==> src/sv/gms_pkg.sv <==
`timescale 1ns / 1ps
package gms_pkg;

  // Grid and candidate list capacity
  localparam int MAX_ROWS = 64;
  localparam int MAX_COLS = 64;
  localparam int MAX_CAND = 64;

  localparam int ROW_W      = $clog2(MAX_ROWS + 1);
  localparam int COL_W      = $clog2(MAX_COLS + 1);
  localparam int GRID_CELLS = MAX_ROWS * MAX_COLS;
  localparam int GA_W       = $clog2(GRID_CELLS);
  localparam int GC_W       = $clog2(GRID_CELLS + 1);
  localparam int CI_W       = (MAX_CAND > 1) ? $clog2(MAX_CAND) : 1;
  localparam int CC_W       = $clog2(MAX_CAND + 1);

  localparam int SCORE_W = 16;
  localparam int POS_W   = 14;
  localparam int STEP_W  = 8;
  localparam int DIM_W   = (ROW_W > COL_W) ? ROW_W : COL_W;
  localparam int PROD_W  = DIM_W + STEP_W;
  localparam logic [POS_W-1:0] POS_MAX = {POS_W{1'b1}};

  typedef struct packed {
    logic [POS_W-1:0]          x;
    logic [POS_W-1:0]          y;
    logic signed [SCORE_W-1:0] score;
  } cand_t;

  typedef struct packed {
    logic lt;
    logic le;
    logic gt;
    logic close;
  } cmp_res_t;

  // Clamp a scaled position to the position field
  function automatic logic [POS_W-1:0] sat_pos(input logic [PROD_W-1:0] v);
    logic [POS_W-1:0] res;
    if (v > PROD_W'(POS_MAX)) res = POS_MAX;
    else res = v[POS_W-1:0];
    return res;
  endfunction

endpackage

==> src/sv/gms_cand_mem.sv <==
`timescale 1ns / 1ps
module gms_cand_mem (
  input  logic                     clk,
  input  logic                     we,
  input  logic [gms_pkg::CI_W-1:0] waddr,
  input  gms_pkg::cand_t           wdata,
  input  logic [gms_pkg::CI_W-1:0] raddr,
  output gms_pkg::cand_t           rdata
);
  import gms_pkg::*;

  cand_t mem [MAX_CAND];

  // Write port
  always_ff @(posedge clk) begin
    if (we) begin
      mem[waddr] <= wdata;
    end
  end

  // Registered read port
  always_ff @(posedge clk) begin
    rdata <= mem[raddr];
  end
endmodule

==> config.mk <==
export PLATFORM = sky130hd
export DESIGN_NAME = gms_cand_mem
export DESIGN_NICKNAME = d
export VERILOG_FILES = /design/src/sv/gms_pkg.sv /design/src/sv/gms_cand_mem.sv
export SDC_FILE = /design/constraint.sdc
export NUM_CORES = 2
export LEC_CHECK = 0
export BUFFER_PORTS_ARGS = -buffer_cell sky130_fd_sc_hd__buf_2
export CAP_MARGIN = 10
export CORE_MARGIN = 4
export CORE_UTILIZATION = 63
export DETAILED_ROUTE_END_ITERATION = 10
export PLACE_DENSITY_LB_ADDON = 0.08
export SYNTH_ARGS = -nofsm -noshare
export SYNTH_HDL_FRONTEND = slang
export SYNTH_SLANG_ARGS = --single-unit
==> constraint.sdc <==
create_clock -name clk -period 5.3 [get_ports clk]
set_clock_uncertainty 0.1 [all_clocks]
set_input_delay 0.795 -clock clk [delete_from_list [all_inputs] [get_ports clk]]
set_output_delay 0.795 -clock clk [all_outputs]
set_load 0.02 [all_outputs]
== Word-level counts from Yosys, hierarchy flattened ==
Memory sizes are Yosys's and may differ from the RTL's. A register that Yosys moved wholly into a read port is not among the register bits.
Cells that the tools add are included.
Operators by class
  multiplexer cells: 2
Operator list (count)
  $mux 1: 2
Storage, ports and cells
  register bits: 0
  bits in writable memories: 2816
  input bits: 58
  output and inout bits: 44
  word-level logic and storage cells: 3
  memories: 1
Memories
  mem: depth 64, width 44, rd ports 1, clocked after memory_dff 1, write ports 1, RTL line gms_cand_mem.sv:12  | cand_t mem [MAX_CAND];

== Longest topological paths before layout ==
  depth in word-level cells: 2
  mapped depth: 10
  gate-level depth less buffers: 5

== Worst setup path before layout ==
OpenSTA, ideal clock, no wires.
  kind: input port to flip-flop
  start: input waddr[3] (netlist bit)
  end: memory mem[48][0] (netlist bit), enable pin
  setup time: 500 ps
  arrival: 4325 ps
  data required time: 4700 ps
  path slack: 375 ps
  stages on the path: 4
  buffers on the path: 1
  cell sequence: clkbuf_1 > nor2b_1 > nand4b_1 > nor3_1
RTL lines
  from (decl): RTL line gms_cand_mem.sv:5  | input logic [gms_pkg::CI_W-1:0] waddr,
  to (decl): RTL line gms_cand_mem.sv:12
No word-level cell before the write port.

==> impl_results.md <==
- Count of final setup violators: 0
- Grt total ovfl: 0
- RSZ-0062 raised after global routing: false
- Reg2reg end: rdata[33]
- Num rows: 151
- WL final: 274,000 um
- Layout fillers: 9,743
- Worst Hold Depth: 1
- Critical path peak fanout: 66
- GRT Util Overall: 31.8%
- CTS clk-pin slew, worst paths: about 0.06 ns
- Initial antenna violation count: 19
- Share of cells above drive strength 1: 28.4%
- Yosys reg bits: 2,860
- CTS Buffer Depth: 4
- Inst Count DP: 6,780
- Worst r2r path cells: 5
- Worst endpoint data arrival time: 3.55 ns
- Worst path required time: 6.02 ns
- Core area: approximately 0.17 mm2
- Synthesized area: roughly 0.11 mm2
- Crit end category: flop
- Worst IR Drop VDD: 326 uV
- Final #Nets: 4,918
- DRC viols: 0
- Final std cells w/o fill: 7,287
- Max_cap viols: 0
- Synth cell types: 38
- CTS Root Cell: clkbuf_16
- Fmax: 0.353 GHz
- Worst Hold Class: in -> reg
- Starting DRT DRC Count: 7,046
- Commonest cells in the netlist: 2,816 x edfxtp_1, 697 x mux4_2, 124 x clkbuf_1
- Minimum clock period: around 2.8 ns
- Synth area leaders: edfxtp_1 79%, mux4_2 15%, dfxtp_1 0.82%, mux2i_1 0.60%, o22ai_1 0.58%
- Final ANT Viol Nets: 0
- EDFF count, synth: 2,816
- Routed length per instance: 37.6 um
- Slew @ Worst Pin: 1.24 ns
- Post-CTS setup buffers: 0
- Die width: 421 um
- Warnings from Yosys: 0
- Dominant cell type by area after synthesis: edfxtp_1
- Vias in the first global route: between 50,000 and 60,000
- Skew-Pair Late Insertion Delay: 0.92 ns
- Max transition margin: between 15 and 20%
- Period utilization: a little over half
- Top-count cell post-synth: edfxtp_1
- R2r startpoint: mem[5][33]
- Leakage: 37.5 nW
- H-tree levels: 5
- Die Height: 421 um
- Yosys top cell area share: 78.8%
- Starting Density: between 60 and 70%
- Drt via density: 7.10
- Sequential area share after synthesis: between 70% and 80%
- # IOs: 102
- PD cells: 389 mW/mm2
- Die area: 0.177 mm2
- Synthesized netlist cell count: 4,547
- Clk sinks: 2,860
- Final Hold Vio Count: 0
- Top FF cell, synth: edfxtp_1
- Synthesized net count: 4,605
- Status: finished clean
- GP Congestion: 0.780
- Hold Crit Start: wdata[25]
- Syn avg cell area: 23.6 um2
- Syn-to-layout area delta: 12.4%
- Vias: 51,700
- Dpl hpwl: 144,000 um
- Fin Setup TNS: 0 ns
- Largest net degree at the start of global routing: between 90 and 100
- Count of input and output buffers: 101
- Max Slew Vio Count: 0
- Cts hold-fix bufs: 0
- First-pass GRT wire length: between 300,000 and 400,000 um
- Num CTS Buffers: 296
- WHS Endpoint: mem[25][25]
- Critical setup path kind: in -> reg
- Router iterations before antenna repair: 5
- Worst setup SP type: primary input
- Async set-reset flop share out of synthesis: 0%
- CTS tree: yes
- R2R Setup Slk: approximately 3.2 ns
- CTS resizes: 0
[state kept, by name, summed over array words and instances, names as in the netlist]
register	count
rdata	44
mem	2816
[cell type report]
type | instances | area (um2) | share of cell area [%]
multi-input cells | 1423 | 21100 | 17.5
repair buffers | 279 | 2320 | 1.93
diodes | 7 | 17.5 | 0.0145
well taps | 2218 | 2780 | 2.30
clock inverters | 120 | 1060 | 0.880
clock buffers | 380 | 7930 | 6.57
flip-flops and latches | 2860 | 85400 | 70.8
[worst max path at each step]
stage / end / cells past startpoint / from
CTS: rdata[26] / 7 / raddr[0]
detailed placement: rdata[26] / 7 / raddr[0]
floorplan: mem[48][0] / 4 / waddr[3]
finish: rdata[26] / 6 / raddr[2]
global route: rdata[26] / 7 / raddr[0]
global placement: rdata[26] / 7 / raddr[0]
[per-layer routing]
layer	part of all wire, %	wire length, um	vias up	global-route usage [%]
met5	0.011	30	-	0
met4	3.7	10100	6	11.0
met3	11	30100	523	7.55
met2	48	133000	3101	49.7
met1	37	101000	27800	45.3
li1	-	-	20300	-
[worst max-delay path, stage by stage]
cell and delay [ns]:
buf_8 0.42, buf_4 0.55, nor2b_4 0.25, buf_4 0.65, a221oi_1 0.34, a221oi_1 0.35
[placed cells by master, fill, tap and decap left out, types with 63 or more instances in the layout]
cell / n
edfxtp_1: 2816
mux4_2: 697
clkbuf_16: 301
buf_4: 143
o22ai_1: 99
buf_2: 97
a22o_1: 70
a221oi_1: 69
clkbuf_1: 69
a21oi_1: 68
mux2i_1: 64
nor2_4: 63
[cell families after synthesis]
group / count (synthesis) / synth area share, %
buffers and inverters: 264 / 1.22
DFF: 2860 / 79.6
and+or+nand+nor: 226 / 0.994
AOI/OAI and AO/OA: 429 / 2.89
muxes: 768 / 15.3
[power breakdown]
group          internal [W]  leakage (nW)  switching [W]
registers            0.0251          25.7      0.0000933
clock network        0.0115          4.40        0.00816
logic              0.000787          7.44        0.00138
[through the flow]
step                      util [%]  setup WS, ns  hold WS (ns)  cell area (um2)  total power (W)
after floorplan                  -         0.375         0.683           107000           0.0268
after global placement        65.9          1.60         0.737           112000           0.0277
after detailed placement      65.9          1.57         0.734           112000           0.0278
after CTS                     71.2          2.57         0.435           121000           0.0472
after global routing          71.2          2.42         0.480           121000           0.0483
final                         71.2          2.46         0.508           121000           0.0469
(Power assumes the default switching activity.)
