<file path="config.mk">
export PLATFORM = sky130hd
export DESIGN_NAME = gms_cmp
export DESIGN_NICKNAME = d
export VERILOG_FILES = /design/src/sv/gms_pkg.sv /design/src/sv/gms_cmp.sv
export SDC_FILE = /design/constraint.sdc
export NUM_CORES = 1
export LEC_CHECK = 0
export BUFFER_PORTS_ARGS = -buffer_cell sky130_fd_sc_hd__buf_2
export CORE_AREA = 5 5 117 119
export DETAILED_ROUTE_END_ITERATION = 6
export DIE_AREA = 0 0 122 124
export PLACE_DENSITY = 0.47
export REMOVE_ABC_BUFFERS = 1
export SLEW_MARGIN = 20
export SYNTH_ARGS = -nofsm -noshare
export SYNTH_HDL_FRONTEND = slang
export SYNTH_SLANG_ARGS = --single-unit
</file>
<file path="constraint.sdc">
create_clock -name vclk -period 12.49
set_input_delay 2.498 -clock vclk [all_inputs]
set_output_delay 2.498 -clock vclk [all_outputs]
set_load 0.05 [all_outputs]
</file>
<file path="src/sv/gms_pkg.sv">
`timescale 1ns / 1ps
package gms_pkg;

  // Grid and candidate list capacity
  localparam int MAX_ROWS = 64;
  localparam int MAX_COLS = 64;
  localparam int MAX_CAND = 64;

  localparam int ROW_W      = $clog2(MAX_ROWS + 1);
  localparam int COL_W      = $clog2(MAX_COLS + 1);
  localparam int GRID_CELLS = MAX_ROWS * MAX_COLS;
  localparam int GA_W       = $clog2(GRID_CELLS);
  localparam int GC_W       = $clog2(GRID_CELLS + 1);
  localparam int CI_W       = (MAX_CAND > 1) ? $clog2(MAX_CAND) : 1;
  localparam int CC_W       = $clog2(MAX_CAND + 1);

  localparam int SCORE_W = 16;
  localparam int POS_W   = 14;
  localparam int STEP_W  = 8;
  localparam int DIM_W   = (ROW_W > COL_W) ? ROW_W : COL_W;
  localparam int PROD_W  = DIM_W + STEP_W;
  localparam logic [POS_W-1:0] POS_MAX = {POS_W{1'b1}};

  typedef struct packed {
    logic [POS_W-1:0]          x;
    logic [POS_W-1:0]          y;
    logic signed [SCORE_W-1:0] score;
  } cand_t;

  typedef struct packed {
    logic lt;
    logic le;
    logic gt;
    logic close;
  } cmp_res_t;

  // Clamp a scaled position to the position field
  function automatic logic [POS_W-1:0] sat_pos(input logic [PROD_W-1:0] v);
    logic [POS_W-1:0] res;
    if (v > PROD_W'(POS_MAX)) res = POS_MAX;
    else res = v[POS_W-1:0];
    return res;
  endfunction

endpackage

</file>
<file path="src/sv/gms_cmp.sv">
`timescale 1ns / 1ps
module gms_cmp (
  input  logic signed [gms_pkg::SCORE_W-1:0] sa,
  input  logic signed [gms_pkg::SCORE_W-1:0] sb,
  input  logic [gms_pkg::POS_W-1:0]          xa,
  input  logic [gms_pkg::POS_W-1:0]          xb,
  input  logic [gms_pkg::POS_W-1:0]          ya,
  input  logic [gms_pkg::POS_W-1:0]          yb,
  input  logic [gms_pkg::POS_W-1:0]          xd,
  input  logic [gms_pkg::POS_W-1:0]          yd,
  output gms_pkg::cmp_res_t                  res
);
  import gms_pkg::*;

  logic [POS_W-1:0] dx;
  logic [POS_W-1:0] dy;

  // Absolute gaps
  assign dx = (xa > xb) ? (xa - xb) : (xb - xa);
  assign dy = (ya > yb) ? (ya - yb) : (yb - ya);

  // Score order and closeness
  assign res.lt    = sa < sb;
  assign res.le    = sa <= sb;
  assign res.gt    = sa > sb;
  assign res.close = (dx < xd) && (dy < yd);
endmodule

</file>
======== Yosys cells after proc, flatten, opt, wreduce, memory -nomap -nowiden ========
Cells that the tools add are included.
word-level totals
  flip-flop bits (word level) ............. 0
  bits in latches ......................... 0
  memory bits (writable) .................. 0
  ROM bits ................................ 0
  input port bits ......................... 116
  output and inout bits ................... 4
  logic and storage cells ................. 14
  memories kept ........................... 0
operators by class
  add/sub/neg operators ................... 4
  multipliers ............................. 0
  divide/modulo/power cells ............... 0
  magnitude comparators ................... 7
  equality and inequality tests ........... 0
  shift-type cells ........................ 0
  multiplexer cells ....................... 2
  bitwise operators ....................... 0
  reduce and logical (&&, ||, !) cells .... 1
operator list
  cell               count
  $sub 14x14->14     4
  $gt 14x14->1       2
  $lt 14x14->1       2
  $mux 14            2
  $gt 16x16->1       1
  $le 16x16->1       1
  $lt 16x16->1       1
  $logic_and 1x1->1  1

======== Logic depth before layout (Yosys ltp) ========
  depth in word-level cells ............... 4
  mapped depth ............................ 19
  mapped depth without buffers ............ 18

======== Worst setup path before layout ========
Ideal clock, no wire load.
  path type ............................... input -> output
  start point ............................. in ya[0] (netlist name)
  end point ............................... out res[0] (netlist name)
  data arrival time ....................... 6.535 ns
  data required time ...................... 9.992 ns
  slack ................................... 3.457 ns
  cell stages on the path ................. 19
  path buffers ............................ 1
  cells stage by stage .................... inv_1 > ha_1 > inv_1 > fa_1 > a21o_1 > a221o_1 > a21oi_2 > o41ai_2 > nand2_2 > buf_6 > mux2_2 > ha_1 > a21boi_0 > o21a_1 > o21ai_0 > a21oi_1 > o21ai_0 > a21oi_1 > a211oi_1
RTL lines
  item                RTL line       text
  start: declaration  gms_cmp.sv:7   input logic [gms_pkg::POS_W-1:0] ya,
  end: declaration    gms_cmp.sv:11  output gms_pkg::cmp_res_t res

==> reports/results.tsv <==
metric	value	unit
total power	0.228	mW
n_diodes	0	
DIE AREA	15100	µm²
Pwr Density	52.0	nW/µm²
Final Wtd Congestion	0.843	
max cap viols	0	
Worst Hold Class	primary input to primary output	
final hold vios	0	
Startpoint Class	primary input	
Setup Buffers After CTS	0	
hpwl dp	9140	µm
Mapped Cells	515	
CP Capture Type	primary output	
DR iter-0 viols	186	
design area	4390	µm²
core region area	12500	µm²
sequential share of power	0	
sw frac	0.558	
Cell Area, Synth	3670	µm²
grt total ovfl	0	
chip height	124	µm
Static Leak	2.58	nW
placed insts	791	
overall routing resource usage	0.125	
Reg area	0	µm²
crit share post-route	0.721	
ANT nets after route	0	
layout cell share with drive strength beyond 1	0.210	
worst path arrival time	6.51	ns
initial core utilization	0.294	
initial antenna violation count	0	
crit-path max FO	14	
sequential cell count	0	
share of power burned in the clock network	0	
status	complete, no violations	
post-DR wirelength/cell	12.7	µm
placed cell area	4390	µm²
die width	122	µm
via count	3765	
Area Overhead vs Synth	19.5	%
Port Buffers	120	
TritonRoute pass-1 iters	4	
pin count of the biggest net entering global routing	15	
total number of yosys warnings	0	
# nets final	837	
Post-Layout Cell Count	791	
hold path startpoint	sa[14]	
Power Internal	0.101	mW
clock buffer count	0	
setup TNS	0	ns
row count	41	
first-pass GRT wire length	16200	µm
worst rel slew slack	0.502	
Gate power share	1.000	
Achievable Freq	111	MHz
WS Path Type	primary input to primary output	
worst-margin pin slew	0.746	ns
utilization after layout	0.352	
routed vias/inst	4.76	
VDD IR-drop max	0.0152	mV
# IOs	120	
final WL	10100	µm
Worst EP required	9.99	ns
post-synthesis sequential area ratio	0	
fin crit period	9.01	ns
Syn Area/Cell	7.13	µm²
PostCTS Resize Cnt	0	
vias in the first global route	3597	
net switching power	0.127	mW
post-synth cell types	52	
Hold Buf Count CTS	0	
RSZ-0062 raised after global routing	no	
Post-route DRC	0	
worst setup path start	xa[5]	
final slew viol count	0	
final setup vio count	0	
[metrics by stage]
stage | setup slack (ns) | hold slack (ns)
2_1_floorplan | 2.99 | 5.47
3_3_place_gp | 3.60 | 5.60
3_5_place_dp | 3.50 | 5.62
4_1_cts | 3.49 | 5.62
5_1_grt | 3.13 | 5.67
6_report | 3.48 | 5.61
[metal layers]
| layer | track usage | wire length, µm |
|---|---|---|
| met5 | 0 | 0 |
| met4 | 0 | 0 |
| met3 | 0.00409 | 368 |
| met2 | 0.237 | 5170 |
| met1 | 0.168 | 4550 |
[cell type report]
type,instances,area (µm²)
timing repair buffer,121,608
inverter,111,417
multi-input combinational,387,3150
fill,1374,8080
tap,172,215
[cells in the final DEF (no fill, tap or decap), drive strengths merged, types with 2 or more instances in the layout]
cell type,count
buf,121
inv,111
ha,96
a21oi,55
o21ai,33
a21o,25
nand2,18
nor2,17
mux2i,16
xor2,13
nand4,12
xnor2,11
o21a,10
nand3,9
nor2b,7
a211oi,5
a21boi,4
a31oi,4
nand2b,4
fa,4
o211ai,3
o22ai,3
and3,3
o21bai,3
a221oi,3
a2111oi,3
or2,3
nor4,2
mux2,2
a221o,2
nor3,2
and4,2
o41ai,2
[final timing paths]
| path | end | slack, ns | cells past startpoint |
|---|---|---|---|
| max | res[0] | 3.48 | 18 |
| min | res[3] | 5.61 | 5 |
[worst max-delay path, cell delays in order]
cell and delay, ns:
buf_2 0.09, inv_1 0.04, ha_1 0.45, nand3_1 0.16
o211ai_1 0.36, a221oi_2 0.12, o22ai_1 0.59, buf_4 0.33
mux2_2 0.36, ha_1 0.26, a21boi_0 0.12, o21a_1 0.16
o21ai_0 0.14, a21oi_1 0.08, o21ai_0 0.14, nand2_1 0.07
a211oi_1 0.23, buf_2 0.30
[cells by family (layout without fill, tap and decap cells)]
kind of cell / Yosys count / count (layout) / share of synthesized area
mux: 18 / 18 / 0.0498
xor+xnor: 24 / 24 / 0.0573
simple gates: 83 / 83 / 0.117
buf+inv: 128 / 232 / 0.142
fa+ha+maj: 100 / 100 / 0.349
compound gates: 162 / 162 / 0.285
[synthesized netlist by cell type (2+ instances only)]
cell type | count | share of area
a31oi_1 | 4 | 0.0068
a221o_1 | 2 | 0.0055
and4_1 | 2 | 0.0048
a21boi_0 | 4 | 0.0082
mux2i_1 | 16 | 0.044
a21o_1 | 25 | 0.051
xnor2_1 | 11 | 0.026
a21oi_1 | 54 | 0.074
o21bai_1 | 3 | 0.0061
buf_2 | 10 | 0.014
a211oi_1 | 5 | 0.010
o211ai_1 | 3 | 0.0061
ha_1 | 96 | 0.33
nor2b_1 | 7 | 0.012
buf_6 | 4 | 0.012
inv_1 | 111 | 0.11
nand3_1 | 9 | 0.012
mux2_2 | 2 | 0.0061
or2_2 | 2 | 0.0034
nand4_1 | 12 | 0.020
xor2_1 | 13 | 0.031
nand2_1 | 17 | 0.017
fa_1 | 4 | 0.022
nor4_1 | 2 | 0.0034
nand2b_1 | 4 | 0.0068
clkbuf_1 | 3 | 0.0031
o21ai_0 | 33 | 0.045
a221oi_1 | 2 | 0.0048
nor3_1 | 2 | 0.0027
o22ai_1 | 3 | 0.0051
nor2_1 | 17 | 0.017
and3_1 | 3 | 0.0051
o21a_1 | 10 | 0.020
a2111oi_0 | 2 | 0.0048
[power by group through the flow]
| stage | Combinational (mW) | Clock [mW] | Sequential, mW |
|---|---|---|---|
| floorplan | 0.165 | 0 | 0 |
| global placement | 0.227 | 0 | 0 |
| detailed placement | 0.229 | 0 | 0 |
| CTS | 0.231 | 0 | 0 |
| global route | 0.261 | 0 | 0 |
| finish | 0.228 | 0 | 0 |
(Power assumes the default switching activity.)
